<file path="src/hw/rtl/rau_pkg.sv">
package rau_pkg;

    localparam int OPERAND_WIDTH_DEF = 16;

    localparam logic [31:0] NUM_MAX = 32'd2147483647;
    localparam logic [29:0] DEN_MAX = 30'd1073741823;
    localparam logic [15:0] INT_MAX = 16'd32767;

    localparam logic [2:0] OP_MUL  = 3'd0;
    localparam logic [2:0] OP_DIV  = 3'd1;
    localparam logic [2:0] OP_ADD  = 3'd2;
    localparam logic [2:0] OP_SUB  = 3'd3;
    localparam logic [2:0] OP_PASS = 3'd4;
    localparam logic [2:0] OP_QUOT = 3'd5;

    localparam int PC_W = 4;
    typedef logic [PC_W-1:0] pc_t;

    localparam pc_t PC_LOAD     = 4'd0;
    localparam pc_t PC_CHECK    = 4'd1;
    localparam pc_t PC_MUL_N1   = 4'd2;
    localparam pc_t PC_MUL_N2   = 4'd3;
    localparam pc_t PC_MUL_D    = 4'd4;
    localparam pc_t PC_SET_D    = 4'd5;
    localparam pc_t PC_GCD_INIT = 4'd6;
    localparam pc_t PC_GCD_STEP = 4'd7;
    localparam pc_t PC_DIV_N    = 4'd8;
    localparam pc_t PC_DIV_N_RUN = 4'd9;
    localparam pc_t PC_DIV_D    = 4'd10;
    localparam pc_t PC_DIV_D_RUN = 4'd11;
    localparam pc_t PC_SET_DQ   = 4'd12;
    localparam pc_t PC_QUOT     = 4'd13;
    localparam pc_t PC_QUOT_RUN = 4'd14;
    localparam pc_t PC_EMIT     = 4'd15;

    typedef enum logic [3:0] {
        U_NOP,
        U_LOAD,
        U_MUL_N1,
        U_MUL_N2,
        U_MUL_D,
        U_SET_D,
        U_GCD_INIT,
        U_GCD_STEP,
        U_DIV_N,
        U_DIV_D,
        U_DIV_STEP,
        U_SET_DQ,
        U_QUOT,
        U_EMIT
    } uop_t;

    typedef enum logic [3:0] {
        C_NEVER,
        C_ALWAYS,
        C_NO_INPUT,
        C_IS_QUOT,
        C_SKIP_RED,
        C_GCD_BUSY,
        C_DIV_BUSY,
        C_DEN_ZERO,
        C_OUT_FULL
    } cond_t;

    typedef struct packed {
        uop_t  uop;
        cond_t cond;
        pc_t   target;
    } ctrl_t;

    function automatic ctrl_t ucode(input pc_t pc);
        ctrl_t cw;
        case (pc)
            PC_LOAD:      cw = '{U_LOAD,     C_NO_INPUT, PC_LOAD};
            PC_CHECK:     cw = '{U_NOP,      C_IS_QUOT,  PC_QUOT};
            PC_MUL_N1:    cw = '{U_MUL_N1,   C_NEVER,    PC_LOAD};
            PC_MUL_N2:    cw = '{U_MUL_N2,   C_NEVER,    PC_LOAD};
            PC_MUL_D:     cw = '{U_MUL_D,    C_NEVER,    PC_LOAD};
            PC_SET_D:     cw = '{U_SET_D,    C_SKIP_RED, PC_EMIT};
            PC_GCD_INIT:  cw = '{U_GCD_INIT, C_NEVER,    PC_LOAD};
            PC_GCD_STEP:  cw = '{U_GCD_STEP, C_GCD_BUSY, PC_GCD_STEP};
            PC_DIV_N:     cw = '{U_DIV_N,    C_NEVER,    PC_LOAD};
            PC_DIV_N_RUN: cw = '{U_DIV_STEP, C_DIV_BUSY, PC_DIV_N_RUN};
            PC_DIV_D:     cw = '{U_DIV_D,    C_NEVER,    PC_LOAD};
            PC_DIV_D_RUN: cw = '{U_DIV_STEP, C_DIV_BUSY, PC_DIV_D_RUN};
            PC_SET_DQ:    cw = '{U_SET_DQ,   C_ALWAYS,   PC_EMIT};
            PC_QUOT:      cw = '{U_QUOT,     C_DEN_ZERO, PC_EMIT};
            PC_QUOT_RUN:  cw = '{U_DIV_STEP, C_DIV_BUSY, PC_QUOT_RUN};
            PC_EMIT:      cw = '{U_EMIT,     C_OUT_FULL, PC_EMIT};
            default:      cw = '{U_NOP,      C_ALWAYS,   PC_LOAD};
        endcase
        return cw;
    endfunction

endpackage

</file>
<file path="src/hw/rtl/rational_arithmetic_unit.sv">
// rational arithmetic unit: combines fractions a and b under op, optional gcd reduction
// input channel: in_valid / in_stall with op, reduce, a_num, a_den, b_num, b_den;
//   a transaction is taken when in_valid is high and in_stall is low
// output channel: out_valid / out_stall with res_num, res_den, int_value, zero_den
// control is a 16-step microprogram; in_stall is low only in the load step
// N = 2 * OPERAND_WIDTH; without reduction the steps are load, products and emit;
//   op 5 quotient runs the divider after load, or skips it with a zero denominator;
//   with reduction the products are followed by the binary gcd loop, one shift or
//   subtract on N-bit values per cycle, and by division of numerator and denominator
// undefined op codes run the rational steps and give an all-zero result
// the divider is a restoring divider that gives one quotient bit per cycle
// one transaction is in work at a time; the next can be taken once the result
//   sits in the output register, even while that result waits
// when the receiver stalls, the result holds in the output register and the
//   sequencer waits in its emit step only if a second result is ready
// reset clears the step counter and the output valid; payload is not reset
module rational_arithmetic_unit
    import rau_pkg::*;
#(
    parameter int OPERAND_WIDTH = OPERAND_WIDTH_DEF
)
(
    input  logic                     clk,
    input  logic                     rst_n,
    input  logic                     in_valid,
    output logic                     in_stall,
    input  logic [2:0]               op,
    input  logic                     reduce,
    input  logic [OPERAND_WIDTH-1:0] a_num,
    input  logic [OPERAND_WIDTH-1:0] a_den,
    input  logic [OPERAND_WIDTH-1:0] b_num,
    input  logic [OPERAND_WIDTH-1:0] b_den,
    output logic                     out_valid,
    input  logic                     out_stall,
    output logic signed [31:0]       res_num,
    output logic [29:0]              res_den,
    output logic signed [15:0]       int_value,
    output logic                     zero_den
);

    localparam int W  = OPERAND_WIDTH;
    localparam int N  = 2 * W;
    localparam int KW = $clog2(N);
    localparam int CNT_W = $clog2(N + 1);
    localparam int CW = (N > 32) ? N : 32;
    localparam int QW = (W > 16) ? W : 16;

    // sequencer
    pc_t   pc_reg, pc_next;
    ctrl_t cw;
    logic  jump;

    // captured operands
    logic [2:0]   op_reg, op_next;
    logic         red_reg, red_next;
    logic         an_neg_reg, ad_neg_reg, bn_neg_reg, bd_neg_reg;
    logic         an_neg_next, ad_neg_next, bn_neg_next, bd_neg_next;
    logic [W-1:0] an_mag_reg, ad_mag_reg, bn_mag_reg, bd_mag_reg;
    logic [W-1:0] an_mag_next, ad_mag_next, bn_mag_next, bd_mag_next;

    // exact result and product
    logic         n_neg_reg, n_neg_next, d_neg_reg, d_neg_next;
    logic [N-1:0] n_mag_reg, n_mag_next, d_mag_reg, d_mag_next;
    logic         p_neg_reg, p_neg_next;
    logic [N-1:0] p_mag_reg, p_mag_next;

    // gcd
    logic [N-1:0]  u_reg, u_next, v_reg, v_next, g_reg, g_next;
    logic [KW-1:0] k_reg, k_next;
    logic [N-1:0]  u_shifted;

    // divider
    logic [N-1:0]     quo_reg, quo_next, rem_reg, rem_next, dvs_reg, dvs_next;
    logic [CNT_W-1:0] cnt_reg, cnt_next;
    logic [N:0]       div_sh, div_diff;

    // output register
    logic              out_valid_reg, out_valid_next;
    logic signed [31:0] res_num_reg, res_num_next;
    logic [29:0]       res_den_reg, res_den_next;
    logic signed [15:0] int_value_reg, int_value_next;
    logic              zero_den_reg, zero_den_next;

    // multiplier operands
    logic [W-1:0] mx, my;
    logic         mneg;
    logic [N-1:0] mprod;

    // signed add of accumulated numerator and product
    logic         s_neg;
    logic [N-1:0] s_mag;

    // result formatting
    logic [CW-1:0] nm_ext, dm_ext;
    logic [30:0]   nm_sat;
    logic [29:0]   dm_sat;
    logic          nneg;
    logic [QW-1:0] q_ext;
    logic [14:0]   q_sat;
    logic          qneg;
    logic          out_free;
    logic signed [31:0] f_num;
    logic [29:0]   f_den;
    logic signed [15:0] f_int;
    logic          f_zd;

    assign cw        = ucode(pc_reg);
    assign in_stall  = (pc_reg != PC_LOAD);
    assign out_free  = !(out_valid_reg && out_stall);
    assign u_shifted = u_reg << k_reg;

    always_comb
    begin
        case (cw.cond)
            C_NEVER:    jump = 1'b0;
            C_ALWAYS:   jump = 1'b1;
            C_NO_INPUT: jump = !in_valid;
            C_IS_QUOT:  jump = (op_reg == OP_QUOT);
            C_SKIP_RED: jump = !(red_reg && (n_mag_reg != '0) && (p_mag_reg != '0));
            C_GCD_BUSY: jump = (v_reg != '0);
            C_DIV_BUSY: jump = (cnt_reg != CNT_W'(1));
            C_DEN_ZERO: jump = (ad_mag_reg == '0);
            C_OUT_FULL: jump = !out_free;
            default:    jump = 1'b0;
        endcase
        pc_next = jump ? cw.target : pc_reg + pc_t'(1);
    end

    // multiplier operand select
    always_comb
    begin
        mx   = '0;
        my   = '0;
        mneg = 1'b0;
        case (cw.uop)
            U_MUL_N1:
            begin
                mx = an_mag_reg;
                if (op_reg == OP_MUL)
                begin
                    my   = bn_mag_reg;
                    mneg = an_neg_reg ^ bn_neg_reg;
                end
                else if (op_reg == OP_PASS)
                begin
                    my   = W'(1);
                    mneg = an_neg_reg;
                end
                else
                begin
                    my   = bd_mag_reg;
                    mneg = an_neg_reg ^ bd_neg_reg;
                end
            end
            U_MUL_N2:
            begin
                mx   = bn_mag_reg;
                my   = (op_reg == OP_ADD || op_reg == OP_SUB) ? ad_mag_reg : '0;
                mneg = bn_neg_reg ^ (op_reg == OP_SUB) ^ ad_neg_reg;
            end
            U_MUL_D:
            begin
                mx = ad_mag_reg;
                if (op_reg == OP_DIV)
                begin
                    my   = bn_mag_reg;
                    mneg = ad_neg_reg ^ bn_neg_reg;
                end
                else if (op_reg == OP_PASS)
                begin
                    my   = W'(1);
                    mneg = ad_neg_reg;
                end
                else
                begin
                    my   = bd_mag_reg;
                    mneg = ad_neg_reg ^ bd_neg_reg;
                end
            end
            default:
            begin
                mx   = '0;
                my   = '0;
                mneg = 1'b0;
            end
        endcase
        mprod = N'(mx) * N'(my);
    end

    always_comb
    begin
        if (n_neg_reg == p_neg_reg)
        begin
            s_neg = n_neg_reg;
            s_mag = n_mag_reg + p_mag_reg;
        end
        else if (n_mag_reg >= p_mag_reg)
        begin
            s_neg = n_neg_reg;
            s_mag = n_mag_reg - p_mag_reg;
        end
        else
        begin
            s_neg = p_neg_reg;
            s_mag = p_mag_reg - n_mag_reg;
        end
        if (s_mag == '0)
        begin
            s_neg = 1'b0;
        end
    end

    assign div_sh   = {rem_reg, quo_reg[N-1]};
    assign div_diff = div_sh - {1'b0, dvs_reg};

    // result formatting
    always_comb
    begin
        nm_ext = CW'(n_mag_reg);
        dm_ext = CW'(d_mag_reg);
        nm_sat = (nm_ext > CW'(NUM_MAX)) ? NUM_MAX[30:0] : nm_ext[30:0];
        dm_sat = (dm_ext > CW'(DEN_MAX)) ? DEN_MAX : dm_ext[29:0];
        if (d_mag_reg == '0)
        begin
            nneg = n_neg_reg;
        end
        else
        begin
            nneg = (n_neg_reg != d_neg_reg) && (n_mag_reg != '0);
        end
        q_ext = QW'(quo_reg);
        q_sat = (q_ext > QW'(INT_MAX)) ? INT_MAX[14:0] : q_ext[14:0];
        qneg  = (an_neg_reg != ad_neg_reg) && (q_ext != '0);

        f_num = '0;
        f_den = '0;
        f_int = '0;
        f_zd  = 1'b0;
        if (op_reg == OP_QUOT)
        begin
            f_zd = (ad_mag_reg == '0);
            if (ad_mag_reg != '0)
            begin
                f_int = qneg ? -$signed({1'b0, q_sat}) : $signed({1'b0, q_sat});
            end
        end
        else if (op_reg inside {[OP_MUL:OP_PASS]})
        begin
            f_zd  = (d_mag_reg == '0);
            f_num = nneg ? -$signed({1'b0, nm_sat}) : $signed({1'b0, nm_sat});
            f_den = dm_sat;
        end
    end

    // datapath
    always_comb
    begin
        op_next     = op_reg;
        red_next    = red_reg;
        an_neg_next = an_neg_reg;
        ad_neg_next = ad_neg_reg;
        bn_neg_next = bn_neg_reg;
        bd_neg_next = bd_neg_reg;
        an_mag_next = an_mag_reg;
        ad_mag_next = ad_mag_reg;
        bn_mag_next = bn_mag_reg;
        bd_mag_next = bd_mag_reg;
        n_neg_next  = n_neg_reg;
        n_mag_next  = n_mag_reg;
        d_neg_next  = d_neg_reg;
        d_mag_next  = d_mag_reg;
        p_neg_next  = p_neg_reg;
        p_mag_next  = p_mag_reg;
        u_next      = u_reg;
        v_next      = v_reg;
        g_next      = g_reg;
        k_next      = k_reg;
        quo_next    = quo_reg;
        rem_next    = rem_reg;
        dvs_next    = dvs_reg;
        cnt_next    = cnt_reg;
        res_num_next   = res_num_reg;
        res_den_next   = res_den_reg;
        int_value_next = int_value_reg;
        zero_den_next  = zero_den_reg;
        out_valid_next = out_valid_reg && out_stall;

        case (cw.uop)
            U_LOAD:
            begin
                if (in_valid)
                begin
                    op_next     = op;
                    red_next    = reduce;
                    an_neg_next = a_num[W-1];
                    ad_neg_next = a_den[W-1];
                    bn_neg_next = b_num[W-1];
                    bd_neg_next = b_den[W-1];
                    an_mag_next = a_num[W-1] ? -a_num : a_num;
                    ad_mag_next = a_den[W-1] ? -a_den : a_den;
                    bn_mag_next = b_num[W-1] ? -b_num : b_num;
                    bd_mag_next = b_den[W-1] ? -b_den : b_den;
                end
            end
            U_MUL_N1:
            begin
                p_mag_next = mprod;
                p_neg_next = mneg && (mprod != '0);
            end
            U_MUL_N2:
            begin
                n_mag_next = p_mag_reg;
                n_neg_next = p_neg_reg;
                p_mag_next = mprod;
                p_neg_next = mneg && (mprod != '0);
            end
            U_MUL_D:
            begin
                n_mag_next = s_mag;
                n_neg_next = s_neg;
                p_mag_next = mprod;
                p_neg_next = mneg && (mprod != '0);
            end
            U_SET_D:
            begin
                d_mag_next = p_mag_reg;
                d_neg_next = p_neg_reg;
            end
            U_GCD_INIT:
            begin
                u_next = n_mag_reg;
                v_next = d_mag_reg;
                k_next = '0;
            end
            U_GCD_STEP:
            begin
                if (v_reg != '0)
                begin
                    if (!u_reg[0] && !v_reg[0])
                    begin
                        u_next = u_reg >> 1;
                        v_next = v_reg >> 1;
                        k_next = k_reg + KW'(1);
                    end
                    else if (!u_reg[0])
                    begin
                        u_next = u_reg >> 1;
                    end
                    else if (!v_reg[0])
                    begin
                        v_next = v_reg >> 1;
                    end
                    else if (u_reg > v_reg)
                    begin
                        u_next = v_reg;
                        v_next = u_reg - v_reg;
                    end
                    else
                    begin
                        v_next = v_reg - u_reg;
                    end
                end
            end
            U_DIV_N:
            begin
                g_next   = u_shifted;
                quo_next = n_mag_reg;
                dvs_next = u_shifted;
                rem_next = '0;
                cnt_next = CNT_W'(N);
            end
            U_DIV_D:
            begin
                n_mag_next = quo_reg;
                quo_next   = d_mag_reg;
                dvs_next   = g_reg;
                rem_next   = '0;
                cnt_next   = CNT_W'(N);
            end
            U_DIV_STEP:
            begin
                if (!div_diff[N])
                begin
                    rem_next = div_diff[N-1:0];
                    quo_next = {quo_reg[N-2:0], 1'b1};
                end
                else
                begin
                    rem_next = div_sh[N-1:0];
                    quo_next = {quo_reg[N-2:0], 1'b0};
                end
                cnt_next = cnt_reg - CNT_W'(1);
            end
            U_SET_DQ:
            begin
                d_mag_next = quo_reg;
            end
            U_QUOT:
            begin
                quo_next = N'(an_mag_reg);
                dvs_next = N'(ad_mag_reg);
                rem_next = '0;
                cnt_next = CNT_W'(N);
            end
            U_EMIT:
            begin
                if (out_free)
                begin
                    out_valid_next = 1'b1;
                    res_num_next   = f_num;
                    res_den_next   = f_den;
                    int_value_next = f_int;
                    zero_den_next  = f_zd;
                end
            end
            default:
            begin
                op_next = op_reg;
            end
        endcase
    end

    always_ff @(posedge clk or negedge rst_n)
    begin
        if (!rst_n)
        begin
            pc_reg        <= PC_LOAD;
            out_valid_reg <= 1'b0;
        end
        else
        begin
            pc_reg        <= pc_next;
            out_valid_reg <= out_valid_next;
        end
    end

    always_ff @(posedge clk)
    begin
        op_reg        <= op_next;
        red_reg       <= red_next;
        an_neg_reg    <= an_neg_next;
        ad_neg_reg    <= ad_neg_next;
        bn_neg_reg    <= bn_neg_next;
        bd_neg_reg    <= bd_neg_next;
        an_mag_reg    <= an_mag_next;
        ad_mag_reg    <= ad_mag_next;
        bn_mag_reg    <= bn_mag_next;
        bd_mag_reg    <= bd_mag_next;
        n_neg_reg     <= n_neg_next;
        n_mag_reg     <= n_mag_next;
        d_neg_reg     <= d_neg_next;
        d_mag_reg     <= d_mag_next;
        p_neg_reg     <= p_neg_next;
        p_mag_reg     <= p_mag_next;
        u_reg         <= u_next;
        v_reg         <= v_next;
        g_reg         <= g_next;
        k_reg         <= k_next;
        quo_reg       <= quo_next;
        rem_reg       <= rem_next;
        dvs_reg       <= dvs_next;
        cnt_reg       <= cnt_next;
        res_num_reg   <= res_num_next;
        res_den_reg   <= res_den_next;
        int_value_reg <= int_value_next;
        zero_den_reg  <= zero_den_next;
    end

    assign out_valid = out_valid_reg;
    assign res_num   = res_num_reg;
    assign res_den   = res_den_reg;
    assign int_value = int_value_reg;
    assign zero_den  = zero_den_reg;

endmodule

</file>
<file path="config.mk">
export PLATFORM = sky130hd
export DESIGN_NAME = rational_arithmetic_unit
export DESIGN_NICKNAME = d
export VERILOG_FILES = /design/src/hw/rtl/rau_pkg.sv /design/src/hw/rtl/rational_arithmetic_unit.sv
export SDC_FILE = /design/constraint.sdc
export NUM_CORES = 2
export LEC_CHECK = 0
export BUFFER_PORTS_ARGS = -buffer_cell sky130_fd_sc_hd__buf_2
export CAP_MARGIN = 20
export CORE_UTILIZATION = 35
export DETAILED_ROUTE_END_ITERATION = 10
export GPL_ROUTABILITY_DRIVEN = 1
export PLACE_DENSITY = 0.61
export SETUP_SLACK_MARGIN = 0.02
export SYNTH_ARGS = -nofsm -noshare
export SYNTH_HDL_FRONTEND = slang
export SYNTH_SLANG_ARGS = --single-unit
</file>
<file path="constraint.sdc">
create_clock -name clk -period 26.2 [get_ports clk]
set_input_delay 5.24 -clock clk [delete_from_list [all_inputs] [get_ports clk]]
set_output_delay 5.24 -clock clk [all_outputs]
set_load 0.02 [all_outputs]
</file>
==> flow_summary.yaml <==
cts:
  cts_tree: "done"
  cts_sinks: 458
  cts_root_buffer: "clkbuf_16"
  cts_buffers: 52
  ctsResizeCount: 0
  post_cts_buffers: 0
  cts_max_level: 2
  clk_latency_ns: 0.70
  ctsHoldBuffers: 0
  clockBufferDepth: 3
  clkSlewWorstSetupHoldPaths_ns: 0.06
cells_and_area:
  drive_above_1_share_pct: 8.11
  nets: 5361
  register_area_mm2: 0.0137
  multi_input_comb_area_mm2: 0.0257
  final_util_pct: 39.0
  fillers: 11900
  syn2layout_area_growth_pct: 10.0
timing:
  tns_ns: 0
  min_period_ns: 10.21
  setup_slack_ns: 15.99
  rsz0062_at_grt: "false"
  finalCritPeriodShare_pct: 39.0
  maxSlewHeadroom_pct: 26.0
  hold_viol_final: 0
  holdWs_ns: 0.539
  worst_pin_slew_ns: 1.10
  slew_viol_final: 0
  fin_skew_ns: 0.0879
  setup_viol: 0
  max_freq_mhz: 97.9
critical_path:
  criticalPathCategory: "reg -> reg"
  cp.required_ns: 26.64
  path_buf_inv: 8
  r2r.worst_path.cells: 32
  start_kind: "flip-flop"
  r2r_setup_slack_ns: 15.99
  critPathSlowestCell: "and3_1"
  cp_top_family: "adder cells"
  arrival_ns: 10.66
  crit_path_max_fanout: 25
  cp-end-kind: "flip-flop"
  reg2reg_to: "p_neg_reg"
  r2r_start: "pc_reg[0]"
  path_depth: 32
  cp_slowest_stage_delay_ns: 0.84
  cp_common_cell: "fa_1"
die:
  die_h_um: 349
  io_pins: 153
  die_w_um: 349
  dieArea_mm2: 0.122
  floorplan.initialDensity_pct: 35.5
  fp-row-count: 126
  core_mm2: 0.119
min_path:
  hold_end: "dvs_reg[17]"
  whs_path_depth: 1
  min_from: "g_reg[17]"
  hold_path_class: "reg -> reg"
global_routing:
  gr-total-overflow: 0
  grt_pass1_vias: 34800
  grt_usage_pct: 23.3
  grt_pass1_wl_um: 217000
  grt_max_degree: 75
  antenna_found_initial: 3
drt:
  drcViolationCount: 0
  viasPerCell: 5.68
  drt_wl_total_um: 145000
  vias: 36500
  drt-pass1-iter-count: 6
  antenna_left: 0
  routedWlPerCell_um: 22.6
  drt_first_iter_violations: 3926
placed_design:
  dp_hpwl_um: 113000
  gp_congestion: 0.983
  io_buffers: 152
  dpl_worst_slack_ns: 15.94
synthesis:
  synth_cell_types: 89
  synthTopCellsByArea: "edfxtp_1 (32%), fa_1 (9.5%), ha_1 (9.3%)"
  synth_edf_count: 453
  yosysTopAreaCell: "edfxtp_1"
  async_flop_share_pct: 1.09
  netlist.area_leader.share_pct: 32.3
  ys_seq_area_share_pct: 32.6
  syn_avg_cell_area_um2: 8.86
  yosys_warnings: 0
  postSynthNetCount: 5339
  syn_inst: 4754
  ys_ff_latch: 458
  ys.flop_type: "edfxtp_1"
  syn-cell-area_mm2: 0.0421
run_status:
  status: "finished, final reports clean"
power_and_ir_drop:
  peakVddDrop_v: 0.0000533
  power_density_mw_per_mm2: 34.2
  power_leakage_nw: 19.3
run:
  drv_cap: 0
-- worst reg2reg max path, delay by kind of cell (launching register included) --
kind | cells | cell delay, ns
xor gates and xnor gates | 1 | 0.17
and+or+nand+nor | 11 | 3.27
AOI/OAI and AO/OA | 4 | 0.81
DFF | 1 | 0.60
buffers and inverters | 8 | 1.25
adders and majority gates | 8 | 3.89
-- cell type report --
type | instances | share of cell area, %
diodes | 1 | 0.00540
clock buffers | 58 | 2.86
clock inverters | 40 | 0.923
inverters | 498 | 4.03
multi-input cells | 3553 | 55.5
flip-flops and latches | 458 | 29.6
well taps | 1600 | 4.32
repair buffers | 213 | 2.69
-- per-layer routing --
layer | GRT usage [%] | up-vias | part of all wire [%]
met1 | 31.7 | 17800 | 42
met3 | 3.57 | 284 | 8.0
met4 | 9.83 | 4 | 4.4
met2 | 36.8 | 1617 | 45
li1 | - | 16800 | -
met5 | 0 | - | 0.015
-- cell usage after synthesis (19+ instances only) --
| cell | count |
|---|---|
| inv_1 | 496 |
| a22oi_1 | 72 |
| nor2_1 | 505 |
| or4_1 | 19 |
| mux2_2 | 22 |
| o21bai_1 | 39 |
| and3_1 | 23 |
| mux2i_1 | 85 |
| o21ai_0 | 350 |
| a211oi_1 | 54 |
| xor2_1 | 52 |
| ha_1 | 313 |
| nand4_1 | 36 |
| nand2_1 | 511 |
| or3_1 | 50 |
| mux4_2 | 19 |
| a31oi_1 | 49 |
| nor4_1 | 39 |
| fa_1 | 200 |
| nand3_1 | 87 |
| xnor2_1 | 136 |
| nor3_1 | 89 |
| o21a_1 | 35 |
| buf_1 | 22 |
| clkbuf_1 | 199 |
| nor2b_1 | 21 |
| edfxtp_1 | 453 |
| buf_2 | 21 |
| o31ai_1 | 40 |
| a211o_1 | 20 |
| nand2b_1 | 42 |
| and2_1 | 23 |
| a21o_1 | 72 |
| a21oi_1 | 313 |
-- stage by stage --
step	cell area, um^2	instances	power [mW]
global route	46300	6420	1.63
detailed placement	44500	6317	0.836
global placement	44500	6314	0.836
CTS	46300	6415	1.60
floorplan	42100	4754	0.824
finish	46300	6421	1.59
-- cells by family (layout without fill, tap and decap cells) --
family,Yosys count,in the layout,synth area share [%]
AND/OR/NAND/NOR,1511,1511,16.2
AO/OA/AOI/OAI,1214,1214,18.1
buffers and inverters,743,809,6.70
adder cells (fa/ha/maj),514,514,18.8
flip-flops,458,458,32.6
XOR/XNOR,188,188,3.91
multiplexers,126,126,3.62
other,0,1,0
-- how the worst max path moves through the flow --
stage / start / endpoint / slack, ns
detailed placement: pc_reg[0] / p_neg_reg / 15.94
CTS: pc_reg[0] / p_neg_reg / 15.89
global placement: pc_reg[0] / p_neg_reg / 16.15
floorplan: in_valid / ad_mag_reg[0] / 13.49
finish: pc_reg[0] / p_neg_reg / 15.99
global route: pc_reg[0] / p_neg_reg / 15.36
-- layout by cell type, fill, tap and decap left out, drive strengths merged, types with 35 or more instances in the layout --
master	synthesis	layout
nand2	511	511
xor2	52	52
a211oi	55	55
a21o	72	72
o21bai	39	39
a22oi	72	72
inv	497	503
nand4	36	36
fa	200	200
a21oi	313	313
nor2	505	505
o21a	35	35
nand2b	42	42
a31oi	49	49
clkbuf	200	60
ha	313	313
or3	50	50
edfxtp	453	453
xnor2	136	136
buf	45	211
nor4	41	41
o31ai	41	41
o21ai	358	358
nor3	89	89
mux2i	85	85
nand3	88	88
-- power by group --
part | leakage (nW) | switching, mW | internal (mW)
Clock | 0.832 | 0.337 | 0.429
Combinational | 14.5 | 0.0128 | 0.0114
Sequential | 3.96 | 0.00000000000000000646 | 0.796
No activity file was read; power rests on OpenSTA's default activity.
